===== config.mk =====
export PLATFORM = sky130hd
export DESIGN_NAME = rotary_encoder_button_decoder_unit
export DESIGN_NICKNAME = d
export VERILOG_FILES = /design/src/rtl/rebd_pkg.sv /design/src/rtl/rebd_core.sv /design/src/rtl/rotary_encoder_button_decoder_unit.sv
export SDC_FILE = /design/constraint.sdc
export NUM_CORES = 1
export LEC_CHECK = 0
export BUFFER_PORTS_ARGS = -buffer_cell sky130_fd_sc_hd__buf_2
export CORE_MARGIN = 1.5
export CORE_UTILIZATION = 64
export DETAILED_ROUTE_END_ITERATION = 7
export GPL_ROUTABILITY_DRIVEN = 0
export GPL_TIMING_DRIVEN = 0
export PLACE_DENSITY = 0.9
export SYNTH_ARGS = -nofsm -noshare
export SYNTH_HDL_FRONTEND = slang
export SYNTH_SLANG_ARGS = --single-unit

===== constraint.sdc =====
create_clock -name clk -period 6.6 [get_ports clk]
set_input_delay 1.32 -clock clk [delete_from_list [all_inputs] [get_ports clk]]
set_output_delay 1.32 -clock clk [all_outputs]
set_load 0.03 [all_outputs]

===== src/rtl/rebd_pkg.sv =====
// Shared types, constants and codes of the rotary encoder and button decoder.
`default_nettype none
package rebd_pkg;

	localparam int CNT_W = 16;
	localparam int CFG_W = 16;
	localparam int CMP_W = (CNT_W > CFG_W) ? CNT_W : CFG_W;
	localparam logic [CNT_W-1:0] CNT_MAX = {CNT_W{1'b1}};

	localparam logic [CFG_W-1:0] DEBOUNCE_RESET = CFG_W'(100);
	localparam logic [CFG_W-1:0] STUCK_RESET    = CFG_W'(60000);

	typedef enum logic [0:0] {
		REG_DEBOUNCE = 1'b0,
		REG_STUCK    = 1'b1
	} reg_index_t;

	typedef enum logic [2:0] {
		ST_IDLE        = 3'd0,
		ST_BTN_DEB     = 3'd1,
		ST_BTN_HELD    = 3'd2,
		ST_FIRST_DEB   = 3'd3,
		ST_FIRST_HELD  = 3'd4,
		ST_SECOND_DEB  = 3'd5,
		ST_SECOND_HELD = 3'd6
	} state_t;

	typedef enum logic [1:0] {
		EV_NONE  = 2'd0,
		EV_LEFT  = 2'd1,
		EV_RIGHT = 2'd2,
		EV_PUSH  = 2'd3
	} event_t;

	localparam logic DIR_LEFT  = 1'b0;
	localparam logic DIR_RIGHT = 1'b1;

	// One tick's pin sample, active low.
	typedef struct packed {
		logic phase_b_n;
		logic phase_a_n;
		logic button_n;
	} pins_t;

	// Result of one tick.
	typedef struct packed {
		logic   stuck;
		event_t event_code;
	} result_t;

	typedef struct packed {
		logic [CFG_W-1:0] stuck_ticks;
		logic [CFG_W-1:0] debounce_ticks;
	} cfg_t;

endpackage
`default_nettype wire


===== src/rtl/rebd_core.sv =====
// Debounce and quadrature decode state machine, one update per enabled tick.
`default_nettype none
module rebd_core import rebd_pkg::*; (
	input  wire logic    clk,
	input  wire logic    arst_n,
	input  wire logic    en,
	input  wire pins_t   pins,
	input  wire cfg_t    cfg,
	output result_t      result
);

	state_t           state_q, state_d;
	logic             dir_q, dir_d;
	logic [CNT_W-1:0] cnt_q, cnt_d;
	logic             flag_q, flag_d;

	logic             btn, pa, pb, first, second;
	logic [CNT_W-1:0] cnt_inc;
	logic             at_max, deb_done, stuck_done;

	assign btn    = ~pins.button_n;
	assign pa     = ~pins.phase_a_n;
	assign pb     = ~pins.phase_b_n;
	assign first  = (dir_q == DIR_LEFT) ? pa : pb;
	assign second = (dir_q == DIR_LEFT) ? pb : pa;

	// Saturating advance; the all-ones count ends any wait.
	assign cnt_inc    = (cnt_q == CNT_MAX) ? CNT_MAX : cnt_q + CNT_W'(1);
	assign at_max     = (cnt_inc == CNT_MAX);
	assign deb_done   = (CMP_W'(cnt_inc) >= CMP_W'(cfg.debounce_ticks)) || at_max;
	assign stuck_done = (CMP_W'(cnt_inc) >= CMP_W'(cfg.stuck_ticks)) || at_max;

	always_comb begin
		state_d = state_q;
		dir_d   = dir_q;
		cnt_d   = cnt_q;
		flag_d  = flag_q & ~(~pa & ~pb);
		case (state_q)
			ST_IDLE: begin
				if (btn) begin
					state_d = ST_BTN_DEB;
					cnt_d   = '0;
				end else if (!flag_d && (pa || pb)) begin
					dir_d   = pa ? DIR_LEFT : DIR_RIGHT;
					state_d = ST_FIRST_DEB;
					cnt_d   = '0;
				end
			end
			ST_BTN_DEB: begin
				cnt_d = cnt_inc;
				if (deb_done) state_d = btn ? ST_BTN_HELD : ST_IDLE;
			end
			ST_BTN_HELD: begin
				if (!btn) state_d = ST_IDLE;
			end
			ST_FIRST_DEB: begin
				cnt_d = cnt_inc;
				if (deb_done) state_d = first ? ST_FIRST_HELD : ST_IDLE;
			end
			ST_FIRST_HELD: begin
				if (!first) begin
					state_d = ST_IDLE;
				end else if (second) begin
					state_d = ST_SECOND_DEB;
					cnt_d   = '0;
				end
			end
			ST_SECOND_DEB: begin
				cnt_d = cnt_inc;
				if (deb_done) begin
					if (second) begin
						state_d = ST_SECOND_HELD;
						cnt_d   = '0;
					end else begin
						state_d = ST_FIRST_HELD;
					end
				end
			end
			ST_SECOND_HELD: begin
				if (!second) begin
					state_d = ST_IDLE;
				end else begin
					cnt_d = cnt_inc;
					if (stuck_done) begin
						flag_d  = 1'b1;
						state_d = ST_IDLE;
					end
				end
			end
			default: state_d = ST_IDLE;
		endcase
	end

	always_comb begin
		result.event_code = EV_NONE;
		result.stuck      = flag_d;
		case (state_q)
			ST_BTN_HELD: begin
				if (!btn) result.event_code = EV_PUSH;
			end
			ST_SECOND_HELD: begin
				if (!second || stuck_done)
					result.event_code = (dir_q == DIR_LEFT) ? EV_LEFT : EV_RIGHT;
			end
			default: result.event_code = EV_NONE;
		endcase
	end

	always_ff @(posedge clk or negedge arst_n) begin
		if (!arst_n) begin
			state_q <= ST_IDLE;
			dir_q   <= DIR_LEFT;
			cnt_q   <= '0;
			flag_q  <= 1'b0;
		end else if (en) begin
			state_q <= state_d;
			dir_q   <= dir_d;
			cnt_q   <= cnt_d;
			flag_q  <= flag_d;
		end
	end

endmodule
`default_nettype wire


===== src/rtl/rotary_encoder_button_decoder_unit.sv =====
// Top level: sample register, decode state machine and result register.
//
//  channel  | direction | payload
//  s_axis   | in        | tdata[2:0] = phase_b_n, phase_a_n, button_n
//  m_axis   | out       | tdata[2:0] = stuck, event_code[1:0]
//  cfg      | in        | cfg_index 0 debounce_ticks, 1 stuck_ticks
//
// A sample passes from the sample register through the single state update
// into the result register; one sample per cycle is taken while the output
// is not stalled. Reset puts the state machine in idle and loads the register
// defaults. A stalled output holds the result and the sample register, and
// s_axis_tready drops only when both are full.
`default_nettype none
module rotary_encoder_button_decoder_unit import rebd_pkg::*; (
	input  wire logic             clk,
	input  wire logic             arst_n,
	input  wire logic             s_axis_tvalid,
	output logic                  s_axis_tready,
	input  wire logic [7:0]       s_axis_tdata,   // [0] button_n, [1] phase_a_n, [2] phase_b_n
	output logic                  m_axis_tvalid,
	input  wire logic             m_axis_tready,
	output logic [7:0]            m_axis_tdata,   // [1:0] event_code, [2] stuck
	input  wire logic             cfg_we,
	input  wire logic [0:0]       cfg_index,
	input  wire logic [CFG_W-1:0] cfg_data
);

	cfg_t    cfg_q;
	pins_t   pins_s1;
	logic    valid_s1;
	result_t result_d;
	result_t result_s2;
	logic    valid_s2;
	logic    out_free, adv;

	assign out_free      = ~valid_s2 | m_axis_tready;
	assign adv           = valid_s1 & out_free;
	assign s_axis_tready = ~valid_s1 | out_free;

	always_ff @(posedge clk or negedge arst_n) begin
		if (!arst_n) begin
			cfg_q.debounce_ticks <= DEBOUNCE_RESET;
			cfg_q.stuck_ticks    <= STUCK_RESET;
		end else if (cfg_we) begin
			case (reg_index_t'(cfg_index))
				REG_DEBOUNCE: cfg_q.debounce_ticks <= cfg_data;
				REG_STUCK:    cfg_q.stuck_ticks    <= cfg_data;
				default:      cfg_q <= cfg_q;
			endcase
		end
	end

	always_ff @(posedge clk or negedge arst_n) begin
		if (!arst_n) begin
			valid_s1 <= 1'b0;
		end else if (s_axis_tready) begin
			valid_s1 <= s_axis_tvalid;
		end
	end

	always_ff @(posedge clk) begin
		if (s_axis_tvalid && s_axis_tready) pins_s1 <= pins_t'(s_axis_tdata[2:0]);
	end

	rebd_core u_core (
		.clk    (clk),
		.arst_n (arst_n),
		.en     (adv),
		.pins   (pins_s1),
		.cfg    (cfg_q),
		.result (result_d)
	);

	always_ff @(posedge clk or negedge arst_n) begin
		if (!arst_n) begin
			valid_s2 <= 1'b0;
		end else if (out_free) begin
			valid_s2 <= valid_s1;
		end
	end

	always_ff @(posedge clk) begin
		if (adv) result_s2 <= result_d;
	end

	assign m_axis_tvalid = valid_s2;
	assign m_axis_tdata  = {5'b0, result_s2.stuck, result_s2.event_code};

`ifndef ASSERT_OFF
	a_ready_low_full: assert property (@(posedge clk) disable iff (!arst_n)
		!s_axis_tready |-> (valid_s1 && valid_s2))
		else $error("input stalled while a stage is empty");

	a_s1_hold: assert property (@(posedge clk) disable iff (!arst_n)
		(valid_s1 && !out_free) |=> (valid_s1 && $stable(pins_s1)))
		else $error("stalled sample changed");

	a_drain: assert property (@(posedge clk) disable iff (!arst_n)
		(valid_s2 && m_axis_tready && !adv) |=> !m_axis_tvalid)
		else $error("result repeated after transaction");
`endif

endmodule
`default_nettype wire

Word level (Yosys, flattened, before mapping)
Index checks and enable logic that the tools add are counted.
{"block": "classes", "add_sub_neg": 1, "bitwise": 11, "n_mux": 33, "shift": 0, "magnitude_cmp": 2, "n_div": 0, "n_eq_ne": 18, "n_mul": 0, "n_reduce_logical": 16}
{"operator": "$mux 16", "count": 8}
{"operator": "$pmux 16 s5", "count": 1}
{"operator": "$mux 3", "count": 11}
{"operator": "$eq 16x16->1 const B", "count": 2}
{"operator": "$ge 16x16->1", "count": 2}
{"operator": "$pmux 3 s7", "count": 1}
{"operator": "$add 16x1->16 const B", "count": 1}
{"operator": "$ne 2x1->1 const B", "count": 6}
{"operator": "$mux 2", "count": 5}
{"operator": "$eq 3x3->1 const B", "count": 3}
{"operator": "$reduce_and 8->1", "count": 1}
{"operator": "$eq 3x2->1 const B", "count": 2}
{"operator": "$mux 1", "count": 6}
{"operator": "$ne 3x3->1 const B", "count": 2}
{"operator": "$not 1->1", "count": 6}
{"operator": "$reduce_and 6->1", "count": 1}
{"operator": "$reduce_bool 5->1", "count": 1}
{"operator": "$logic_or 1x1->1", "count": 4}
{"operator": "$pmux 2 s2", "count": 1}
{"operator": "$reduce_and 2->1", "count": 2}
{"operator": "$reduce_and 4->1", "count": 1}
{"operator": "$and 1x1->1", "count": 3}
{"operator": "$eq 3x1->1 const B", "count": 1}
{"operator": "$logic_not 3->1", "count": 1}
{"operator": "6 further kinds", "count": 9}
{"block": "totals", "mem_count": 0, "rom_bits": 0, "latchBits": 0, "ff_bits": 61, "in_bits": 30, "ram_bits": 0, "output_inout_bits": 10}

Logic depth before layout (Yosys ltp)
Gate-level depths: netlist of the first run.
{"block": "depth", "word_depth": 8, "mapped_depth": 15}

By module
Synthesis of the first run repeated with hierarchy kept, for this count alone.
{"block": "hier_totals", "hier_cells": 410, "hier_area_um2": 4066.4}
{"module": "rebd_core", "n_inst": 1, "area_per_inst_um2": 2491.1, "cells_each": 321}
{"module": "rotary_encoder_button_decoder_unit", "n_inst": 1, "area_per_inst_um2": 1575.3, "cells_each": 89}

Least setup slack after synthesis of the first run
OpenSTA, ideal clock, no wires.
{"block": "synth_timing", "path_type": "register to register", "startpoint": "register u_core.cnt_q[12]", "endpoint": "register u_core.cnt_q[11]", "setup_slack_ns": 2.717, "setup_time_ns": 0.099, "n_path_buf": 4, "synth_period_minus_slack_ns": 3.883, "t_arrival_ns": 3.783, "stages_incl_launch_ff": 16, "path_cell_list": "dfrtp_1 buf_2 nand4_1 or3_2 or3_2 clkbuf_1 buf_1 nand2_1 ha_1 a2111oi_0 nor3_1 a211oi_1 o21ai_0 o311a_4 buf_6 a311oi_1"}
{"block": "synth_via", "elab_chain_len": 6}
{"item": "from (decl)", "line_no": "rebd_core.sv:14", "source": "logic [CNT_W-1:0] cnt_q, cnt_d;"}
{"item": "from (signal assigned)", "line_no": "rebd_core.sv:118", "source": "cnt_q <= cnt_d;"}
{"item": "$add 16x1->16 / $eq 16x16->1 (equally long branches)", "line_no": "rebd_core.sv:28", "source": "assign cnt_inc = (cnt_q == CNT_MAX) ? CNT_MAX : cnt_q + CNT_W'(1);"}
{"item": "$mux 16 (*)", "line_no": "rebd_core.sv:28"}
{"item": "$ge 16x16->1 / $eq 16x16->1 (equally long branches)", "line_no": "rebd_core.sv:30, rebd_core.sv:29"}
{"item": "$logic_or 1x1->1", "line_no": "rebd_core.sv:30", "source": "assign deb_done = (CMP_W'(cnt_inc) >= CMP_W'(cfg.debounce_ticks)) || at_max;"}
{"item": "$mux 16", "line_no": "rebd_core.sv:70", "source": "if (deb_done) begin"}
{"item": "$pmux 16 s5 (*)", "line_no": "rebd_core.sv:38", "source": "case (state_q)"}
Every way passes the cells marked *; elsewhere a longest branch is shown, timed or not. The select of a mux whose other input is x is not followed.
A chain may end at the register's enable or synchronous reset.

Final worst setup path of the first run
Ends and elaborated chain as after synthesis.

==> qor.txt, run 1 <==
Status = completed
Sequential fraction of the synthesis area = 39.9%
Crit. End Element = flop
P per Cell Area = 349 mW/mm^2
Clock Power Share = 19.8%
Area Overhead vs Synth = 11.5%
Hold buffers post-CTS = 0
Wire length on met3 = 624 um
CTS tree = yes
CP top delay family = compound AO/OA/AOI/OAI gates
Post-route ant nets = 0
Async set-reset flop share out of synthesis = 90.2%
Sequential Power Share = 34.9%
Post-synth top flop = dfrtp_1
Worst Hold Slack = 0.495 ns
Clk slew on worst S/H paths = 0.07 ns
Buffers on Ports = 29
Clock tree buffer depth = 2
First-pass GRT wire length = 15,400 um
Max Clock Freq = 208 MHz
Ant. Diodes = 0
Wirelength per Cell = 17.7 um
Layout cell share with drive strength beyond 1 = 22.4%
Final hold vios = 0
Top routing layer in use = met4
Root buffer cell = clkbuf_8
Library cells used by synthesis = 64
Crit path time final = 4.80 ns
Fillers = 379
Die area = 0.00662 sq mm
R2R Path Start = u_core.cnt_q[12]$_DFFE_PN0P_
Max cap viols = 0
DP Wirelength = 6420 um
Met1 wire length = 3860 um
Flops & latches, synth = 61
Fin cells = 530
Switching Fraction = 40.7%
Required @ worst endpoint = 6.84 ns
RSZ-0062 raised after global routing = no
Post-synth EDFFs = 6
Internal = 0.906 mW
Cells on worst reg2reg path = 15
Post-CTS setup buffer count = 0
Drt drc = 0
Maximum VDD drop = 235 uV
CTS Buf Count = 9
WP depth = 15
Initial Utilization = 66.4%
Vias in the first global route = 3,330
Gr ovfl total = 0
Mapped cell area = 0.00393 sq mm
Rows = 28
Iteration-0 DRC Markers = 500
Cts repair resizes = 0
Critical-path maximum fanout = 10
Die Wd = 81.4 um
NetSw = 0.622 mW
CP cell instances = buf_2 > nand4_1 > or3_2 > or3_2 > clkbuf_1 > buf_1 > nand2_1 > ha_1 > a2111oi_0 > o21ai_0 > a211oi_1 > o21ai_0 > o311a_4 > buf_6 > a311oi_1
Placed insts = 513
Routed WL = 9380 um
Slowest CP cell = or3_2
FF-to-FF End = u_core.cnt_q[11]$_DFFE_PN0P_
Commonest non-fill, non-tap cell in the layout = dfrtp_1
Largest net degree at the start of global routing = 56
Worst Hold Class = flop to flop
Fin crit share = 72.8%
Setup Viol. Count Final = 0
Slew Limit Fails = 0
Worst clock skew = 0.0107 ns
Vias = 3,343
Critical Path Source = u_core.cnt_q[12]$_DFFE_PN0P_
CP Buf/Inv Count = 4
Slowest stage delay, CP = 0.54 ns
LEAKAGE = 2.02 nW
Cell taking the most area after synthesis = dfrtp_1
Total Neg Setup Slack = 0 ns
Slew HR = 35.6%
Drt via density = 6.31
Worst R2R Setup Slack = 1.80 ns
Sink Count = 61
Final net count = 513
Most frequent cells in the layout = dfrtp_1, nand2_1, inv_1, o21ai_0, ha_1
IO Pins = 40
All-Layer GR Usage = 31.1%
Avg Cell Area, Syn = 9.70 sq um
Worst Tran Pin Value = 0.957 ns
Critical path class = flop to flop
Drt pass-1 iters = 7
Clk Latency, worst-skew pair = 0.35 ns
Initial antenna violation count = 0
Ranking of synthesized cells by area = dfrtp_1, ha_1, dfstp_2
Post-synth top area share = 28.7%
Power, Total = 1.53 mW
CP arrival = 5.05 ns
H-tree levels = 3
Syn. warnings = 0
CP endpoint = u_core.cnt_q[11]$_DFFE_PN0P_
Comb pwr share = 45.2%
Met2 wire len = 4600 um
Startpoint Class = flop
Height of the die = 81.4 um
Core Area = 0.00592 sq mm
Cells after synthesis = 405
-- area by class of cell --
cell class                 count  area [sq um]  area share, %
buffer                        21           135           3.08
clock buffer                  12           155           3.54
clock inverter                 4          22.5          0.514
inverter                      35           131           3.00
multi-input combinational    292          2110           48.1
sequential                    61          1570           35.8
tap                           75          93.8           2.14
timing repair buffer          30           165           3.77
-- flip-flops by register name, summed over array words and instances (netlist names) --
name and count:
u_core.cnt_q 16, cfg_q 32, valid_s1 1, u_core.flag_q 1
m_axis_tvalid 1, pins_s1 3, m_axis_tdata 3, u_core.dir_q 1
u_core.state_q 3
-- metal layers --
metal | vias up | GRT usage (%)
li1 | 1541 | -
met1 | 1608 | 39.0
met2 | 152 | 50.4
met3 | 42 | 6.97
met4 | 0 | 15.5
met5 | - | 0
-- per-stage QoR --
stage | instance area [sq um] | setup slack, ns | utilization (%)
after floorplan | 3940 | 2.72 | -
after global placement | 4180 | 2.09 | 70.6
after detailed placement | 4180 | 1.98 | 70.6
after CTS | 4360 | 1.90 | 73.6
after global routing | 4380 | 1.47 | 74.0
final | 4380 | 1.80 | 74.0
-- how the worst min path moves through the flow --
stage / to / cells past startpoint / from
floorplan: m_axis_tvalid$_DFFE_PN0P_ / 1 / valid_s1$_DFFE_PN0N_
global placement: m_axis_tvalid$_DFFE_PN0P_ / 1 / valid_s1$_DFFE_PN0N_
detailed placement: m_axis_tvalid$_DFFE_PN0P_ / 1 / valid_s1$_DFFE_PN0N_
CTS: m_axis_tvalid$_DFFE_PN0P_ / 1 / valid_s1$_DFFE_PN0N_
global route: cfg_q[19]$_DFFE_PN0P_ / 1 / cfg_q[19]$_DFFE_PN0P_
finish: m_axis_tvalid$_DFFE_PN0P_ / 1 / valid_s1$_DFFE_PN0N_
-- cells in the mapped netlist, types with 2 or more instances --
cell type and instances:
o21a_1 4, buf_6 2, nor4_2 2, edfxtp_1 6
nor4_1 5, buf_2 2, or3_1 3, ha_1 33
nand3_1 6, nor2b_1 6, clkbuf_1 9, a211oi_1 4
nand2_1 39, mux2_2 20, or3_2 2, nor3_1 7
xor2_1 3, o211ai_1 2, nand3b_1 2, a31oi_1 4
dfstp_2 10, nand2b_1 5, dfrtp_1 45, o211a_1 2
nand4_1 8, a21o_1 3, a21oi_1 7, a2111oi_0 2
mux2i_1 9, and2_1 3, buf_4 5, a221oi_1 2
inv_1 35, a311oi_1 8, o21ai_0 35, xnor2_1 7
nor2_1 29, clkbuf_8 2, and4_2 2
-- power by group through the flow --
stage          Combinational, mW  Sequential, mW  Clock (mW)
3_3_place_gp               0.634           0.529           0
6_report                   0.691           0.534       0.303
2_1_floorplan              0.509           0.524           0
3_5_place_dp               0.667           0.536           0
5_1_grt                    0.774           0.544       0.320
4_1_cts                    0.679           0.531       0.302
-- logic make-up after synthesis --
group,synth area share (%)
XOR/XNOR,2.23
flip-flops,39.9
AO/OA/AOI/OAI,15.5
AND/OR/NAND/NOR,16.9
buffers and inverters,6.78
multiplexers,8.03
adder cells (fa/ha/maj),10.5
other,0.0954
No activity file was read; power rests on OpenSTA's default activity.
==> run 2, diff against run 1 <==
CORE_UTILIZATION = 54   (was 64)
PLACE_DENSITY = 0.81   (was 0.9)
clock period = 4.04 ns   (was 6.6 ns; I/O delays follow)
==> qor.txt, run 2 (synthesis results as in run 1) <==
Status = completed (unchanged)
Maximum VDD drop = 283 uV (was 235 uV)
Required @ worst endpoint = 4.28 ns (was 6.84 ns)
Pre-CTS setup slack = -0.548 ns (was 1.98 ns)
Critical-path maximum fanout = 10 (unchanged)
Largest net degree at the start of global routing = 56 (unchanged)
Height of the die = 88.3 um (was 81.4 um)
Drt pass-1 iters = 5 (was 7)
Final hold vios = 0 (unchanged)
Root buffer cell = clkbuf_8 (unchanged)
Met2 GRT Util = 39.8% (was 50.4%)
Crit path time final = 4.00 ns (was 4.80 ns)
Setup WS post-layout = 0.0403 ns (was 1.80 ns)
Clk Latency, worst-skew pair = 0.35 ns (about the same)
First-pass GRT wire length = 14,400 um (was 15,400 um)
Clock tree buffer depth = 2 (unchanged)
Drt via density = 5.96 (was 6.31)
Area after DPL = 0.00421 sq mm (was 0.00418 sq mm)
All-Layer GR Usage = 24.2% (was 31.1%)
Max Clock Freq = 250 MHz (was 208 MHz)
Startpoint Class = flop (unchanged)
Ant. Diodes = 0 (unchanged)
Hold buffers post-CTS = 0 (unchanged)
Clk slew on worst S/H paths = 0.07 ns (about the same)
Vias = 3,314 (was 3,343)
Setup Viol. Count Final = 0 (unchanged)
Worst Hold Class = flop to flop (unchanged)
DP Wirelength = 6270 um (was 6420 um)
IO Pins = 40 (unchanged)
Slew HR = 40.1% (was 35.6%)
Largest regs = cfg_q x32, u_core.cnt_q x16 (unchanged)
Gr ovfl total = 0 (unchanged)
Met3 usage = 4.01% (was 6.97%)
Critical path class = flop to flop (unchanged)
Most Crowded Layer GR = met2 (unchanged)
Rows = 30 (was 28)
Worst Tran Pin Value = 0.898 ns (was 0.957 ns)
Most frequent cells in the layout = dfrtp_1, nand2_1, inv_1 (was dfrtp_1, nand2_1, inv_1, o21ai_0, ha_1)
P per Cell Area = 565 mW/mm^2 (was 349 mW/mm^2)
Routed WL = 9180 um (was 9380 um)
Reg with most FFs = cfg_q (unchanged)
Area Overhead vs Synth = 14.8% (was 11.5%)
Initial antenna violation count = 0 (unchanged)
CP arrival = 4.24 ns (was 5.05 ns)
Final net count = 519 (was 513)
Fin crit share = 99.0% (was 72.8%)
Crit. End Element = flop (unchanged)
Commonest non-fill, non-tap cell in the layout = dfrtp_1 (unchanged)
Die Wd = 88.3 um (was 81.4 um)
Vias in the first global route = 2,987 (was 3,330)
CTS Buf Count = 9 (unchanged)
Wirelength per Cell = 16.5 um (was 17.7 um)
Layout cell share with drive strength beyond 1 = 25.0% (was 22.4%)
Max reg flops = 32 (unchanged)
Slew Limit Fails = 0 (unchanged)
Die area = 0.00780 sq mm (was 0.00662 sq mm)
Buffers on Ports = 29 (unchanged)
H-tree levels = 3 (unchanged)
Sink Count = 61 (unchanged)
Iteration-0 DRC Markers = 318 (was 500)
CTS tree = yes (unchanged)
LEAKAGE = 2.06 nW (was 2.02 nW)
Core Area = 0.00691 sq mm (was 0.00592 sq mm)
Fin area = 0.00451 sq mm (was 0.00438 sq mm)
Post-route ant nets = 0 (unchanged)
Worst clock skew = 0.0107 ns (about the same)
Max cap viols = 0 (unchanged)
Initial Utilization = 56.9% (was 66.4%)
Drt drc = 0 (unchanged)
M1 GR Usage = 32.6% (was 39.0%)
## run 2: cell types whose count changed in the layout (fill, tap and decap cells not counted), sizes merged
cell | previous run | this run
buf | 40 | 46
clkbuf | 23 | 24
clkinvlp | 1 | 0
clkinv | 3 | 2
## run 2: timing repair
action	CTS	global route
endpoints found under the hold margin	0	0
buffers inserted	0	8
pin swaps	1	4
gates resized for setup	9	11
endpoints found under the setup margin	23	23
## run 2: layout make-up
cell class | instances | area, sq um
Fill cell | 562 | 2400
Multi-Input combinational cell | 292 | 2180
Sequential cell | 61 | 1570
Timing Repair Buffer | 37 | 208
Clock buffer | 13 | 159
Buffer | 20 | 135
Inverter | 35 | 131
Tap cell | 96 | 120
Clock inverter | 2 | 10.0
## run 2: per-stage QoR
step                hold slack, ns  TNS, ns  utilization, %  power (mW)  std cells
floorplan                    0.457        0               -        1.69        409
global placement             0.472    -7.93            60.9        1.91        534
detailed placement           0.494    -9.69            60.9        1.96        534
CTS                          0.507        0            63.7        2.48        548
global route                 0.526   -0.122            65.3        2.71        556
finish                       0.504        0            65.3        2.55        556
## run 2: path summary, 6_finish.rpt
check,start,slack [ns],to,cells past startpoint
max in group asynchronous,arst_n,3.06,u_core.cnt_q[5]$_DFFE_PN0P_,1
hold / removal,valid_s1$_DFFE_PN0N_,0.50,m_axis_tvalid$_DFFE_PN0P_,1
setup reg to reg,u_core.cnt_q[8]$_DFFE_PN0P_,0.04,u_core.cnt_q[13]$_DFFE_PN0P_,14
hold reg to reg,valid_s1$_DFFE_PN0N_,0.50,m_axis_tvalid$_DFFE_PN0P_,1
min in group asynchronous,arst_n,0.51,m_axis_tvalid$_DFFE_PN0P_,1
setup / recovery,u_core.cnt_q[8]$_DFFE_PN0P_,0.04,u_core.cnt_q[13]$_DFFE_PN0P_,14
## run 2: power breakdown
part | internal [mW] | switching (mW) | total (mW)
combinational | 0.504 | 0.697 | 1.20
clock | 0.251 | 0.229 | 0.480
sequential | 0.759 | 0.109 | 0.868
## run 2: routing by layer
layer | up-vias | wire length, um
met5 | - | 0
met4 | 0 | 211
met3 | 21 | 510
met2 | 130 | 4380
met1 | 1609 | 4090
li1 | 1554 | -
## run 2: worst max-delay path: stages (launching register included)
cell,delay (ns)
dfrtp_1,0.32
buf_2,0.18
nand4_1,0.22
or3_4,0.41
or3_4,0.41
buf_4,0.16
o21ai_1,0.18
ha_1,0.31
a2111oi_2,0.35
nor3_1,0.11
a211oi_2,0.31
o21ai_2,0.13
o311a_4,0.38
buf_6,0.17
a311oi_1,0.25
==> run 3, diff against run 2 <==
CORE_UTILIZATION = 60   (was 54)
PLACE_DENSITY = 0.85   (was 0.81)
clock period = 4.1 ns   (was 4.04 ns; I/O delays follow)
==> qor.txt, run 3 (synthesis results as in run 1) <==
Hold Path End = m_axis_tvalid$_DFFE_PN0P_ (unchanged)
Worst Hold Class = flop to flop (unchanged)
Fin area = 0.00450 sq mm (was 0.00451 sq mm)
Reg with most FFs = cfg_q (unchanged)
Critical path class = flop to flop (unchanged)
All-Layer GR Usage = 27.4% (was 24.2%)
Root buffer cell = clkbuf_8 (unchanged)
Setup WS post-layout = 0.103 ns (was 0.0403 ns)
Sink Count = 61 (unchanged)
DP Wirelength = 6400 um (was 6270 um)
Hold path start = valid_s1$_DFFE_PN0N_ (unchanged)
Iteration-0 DRC Markers = 408 (was 318)
Worst clock skew = 0.00935 ns (was 0.0107 ns)
Drt drc = 0 (unchanged)
Worst Hold Slack = 0.496 ns (was 0.504 ns)
Area after DPL = 0.00419 sq mm (was 0.00421 sq mm)
Wirelength per Cell = 17.3 um (was 16.5 um)
Hold Crit Depth = 1 (unchanged)
Max cap viols = 0 (unchanged)
Area of the multi-input gates = 0.00218 sq mm (unchanged)
Final hold vios = 0 (unchanged)
Commonest non-fill, non-tap cell in the layout = dfrtp_1 (unchanged)
Most frequent cells in the layout = dfrtp_1, nand2_1, inv_1 (unchanged)
Largest net degree at the start of global routing = 56 (unchanged)
IO Pins = 40 (unchanged)
Initial Utilization = 61.9% (was 56.9%)
Total Neg Setup Slack = 0 ns (unchanged)
R2R Path Start = u_core.cnt_q[0]$_DFFE_PN0P_ (was u_core.cnt_q[8]$_DFFE_PN0P_)
Clock tree buffer depth = 2 (unchanged)
Crit path time final = 4.00 ns (about the same)
Slowest CP cell = or3_4 (unchanged)
Initial antenna violation count = 0 (unchanged)
Clk slew on worst S/H paths = 0.07 ns (about the same)
P per Cell Area = 575 mW/mm^2 (was 565 mW/mm^2)
Slew Limit Fails = 0 (unchanged)
Required @ worst endpoint = 4.33 ns (was 4.28 ns)
H-tree levels = 3 (unchanged)
Core Area = 0.00635 sq mm (was 0.00691 sq mm)
Gr ovfl total = 0 (unchanged)
Rows = 29 (was 30)
Final net count = 518 (was 519)
Clk Latency, worst-skew pair = 0.35 ns (about the same)
Routed WL = 9270 um (was 9180 um)
Layout cell share with drive strength beyond 1 = 25.2% (was 25.0%)
Area Overhead vs Synth = 14.6% (was 14.8%)
Vias = 3,325 (was 3,314)
Die Wd = 83.9 um (was 88.3 um)
Setup Viol. Count Final = 0 (unchanged)
Post-route ant nets = 0 (unchanged)
Hold buffers post-CTS = 0 (unchanged)
Drt via density = 6.19 (was 5.96)
Largest regs = cfg_q x32, u_core.cnt_q x16 (unchanged)
Max Clock Freq = 250 MHz (about the same)
Critical-path maximum fanout = 10 (unchanged)
Slowest stage delay, CP = 0.50 ns (was 0.41 ns)
Crit. End Element = flop (unchanged)
Slew HR = 20.1% (was 40.1%)
Maximum VDD drop = 408 uV (was 283 uV)
Power, Total = 2.59 mW (was 2.55 mW)
Fin crit share = 97.5% (was 99.0%)
Startpoint Class = flop (unchanged)
CTS tree = yes (unchanged)
Max reg flops = 32 (unchanged)
Buffers on Ports = 29 (unchanged)
Worst R2R Setup Slack = 0.10 ns (was 0.04 ns)
Ant. Diodes = 0 (unchanged)
Worst Tran Pin Value = 1.20 ns (was 0.898 ns)
Vias in the first global route = 3,313 (was 2,987)
Cells on worst reg2reg path = 13 (was 14)
FF-to-FF End = u_core.cnt_q[5]$_DFFE_PN0P_ (was u_core.cnt_q[13]$_DFFE_PN0P_)
First-pass GRT wire length = 15,300 um (was 14,400 um)
Drt pass-1 iters = 5 (unchanged)
Status = completed (unchanged)
Fillers = 434 (was 562)
LEAKAGE = 2.06 nW (about the same)
Height of the die = 83.9 um (was 88.3 um)
CTS Buf Count = 9 (unchanged)
Die area = 0.00704 sq mm (was 0.00780 sq mm)
CP arrival = 4.23 ns (was 4.24 ns)
Pre-CTS setup slack = -0.484 ns (was -0.548 ns)
CP cell instances = ha_1 > nand3_1 > or3_4 > buf_2 > nand2_1 > ha_2 > a2111oi_2 > nor3_1 > a211oi_2 > o21ai_2 > o311a_4 > buf_4 > a311oi_1 (was buf_2 > nand4_1 > or3_4 > or3_4 > buf_4 > o21ai_1 > ha_1 > a2111oi_2 > nor3_1 > a211oi_2 > o21ai_2 > o311a_4 > buf_6 > a311oi_1)
Flip-flop and latch area = 0.00157 sq mm (unchanged)
## run 3: cell types whose count changed in the layout (fill, tap and decap cells not counted), sizes merged
| cell | before | now |
|---|---|---|
| clkbuf | 24 | 22 |
| clkinvlp | 0 | 1 |
| bufinv | 0 | 1 |
## run 3: stage by stage
stage,instances,util [%]
global placement,515,65.9
floorplan,409,-
CTS,530,69.2
detailed placement,515,65.9
global route,537,70.9
finish,537,70.9
## run 3: layout make-up
type                            instances  share of cell area [%]
Multi-Input combinational cell        292                    48.4
Sequential cell                        61                    34.9
Timing Repair Buffer                   36                    4.39
Clock buffer                           12                    3.22
Buffer                                 20                    3.00
Inverter                               35                    2.92
Tap cell                               77                    2.14
Clock inverter                          4                    1.06
## run 3: worst max-delay path, delay by kind of cell (launching register included)
kind / cells / cell delay, ns
fa+ha+maj: 2 / 0.63
buf+inv: 2 / 0.35
compound gates: 5 / 1.47
flops: 1 / 0.45
simple gates: 4 / 0.97
## run 3: repair_timing
item | CTS | global route
buffers inserted | 0 | 7
hold endpoints to repair | 0 | 0
pin swaps | 1 | 5
endpoints found under the setup margin | 23 | 22
resized for setup | 7 | 12
cloned | 0 | 0
## run 3: how the worst max path moves through the flow
stage                                 start                      endpoint  slack [ns]  cells after the start
2_1_floorplan  u_core.cnt_q[12]$_DFFE_PN0P_  u_core.cnt_q[11]$_DFFE_PN0P_        0.22                     15
3_3_place_gp   u_core.cnt_q[12]$_DFFE_PN0P_  u_core.cnt_q[13]$_DFFE_PN0P_       -0.45                     15
3_5_place_dp   u_core.cnt_q[12]$_DFFE_PN0P_  u_core.cnt_q[11]$_DFFE_PN0P_       -0.48                     15
4_1_cts        u_core.cnt_q[12]$_DFFE_PN0P_  u_core.cnt_q[11]$_DFFE_PN0P_        0.01                     14
5_1_grt         u_core.cnt_q[0]$_DFFE_PN0P_  u_core.cnt_q[13]$_DFFE_PN0P_       -0.06                     13
6_report        u_core.cnt_q[0]$_DFFE_PN0P_   u_core.cnt_q[5]$_DFFE_PN0P_        0.10                     13
## run 3: layer usage
metal	vias to the layer above	global-route usage [%]	part of all wire [%]
li1	1555	-	-
met4	0	12.2	2.5
met5	-	0	0
met3	27	4.65	5.8
met2	141	46.8	50
met1	1602	34.1	42
## run 3: power breakdown
part / leakage [nW] / internal [mW] / switching (mW) / total [mW]
sequential: 0.718 / 0.748 / 0.111 / 0.859
combinational: 1.25 / 0.503 / 0.689 / 1.19
clock: 0.0964 / 0.296 / 0.241 / 0.537
total: 2.06 / 1.55 / 1.04 / 2.59
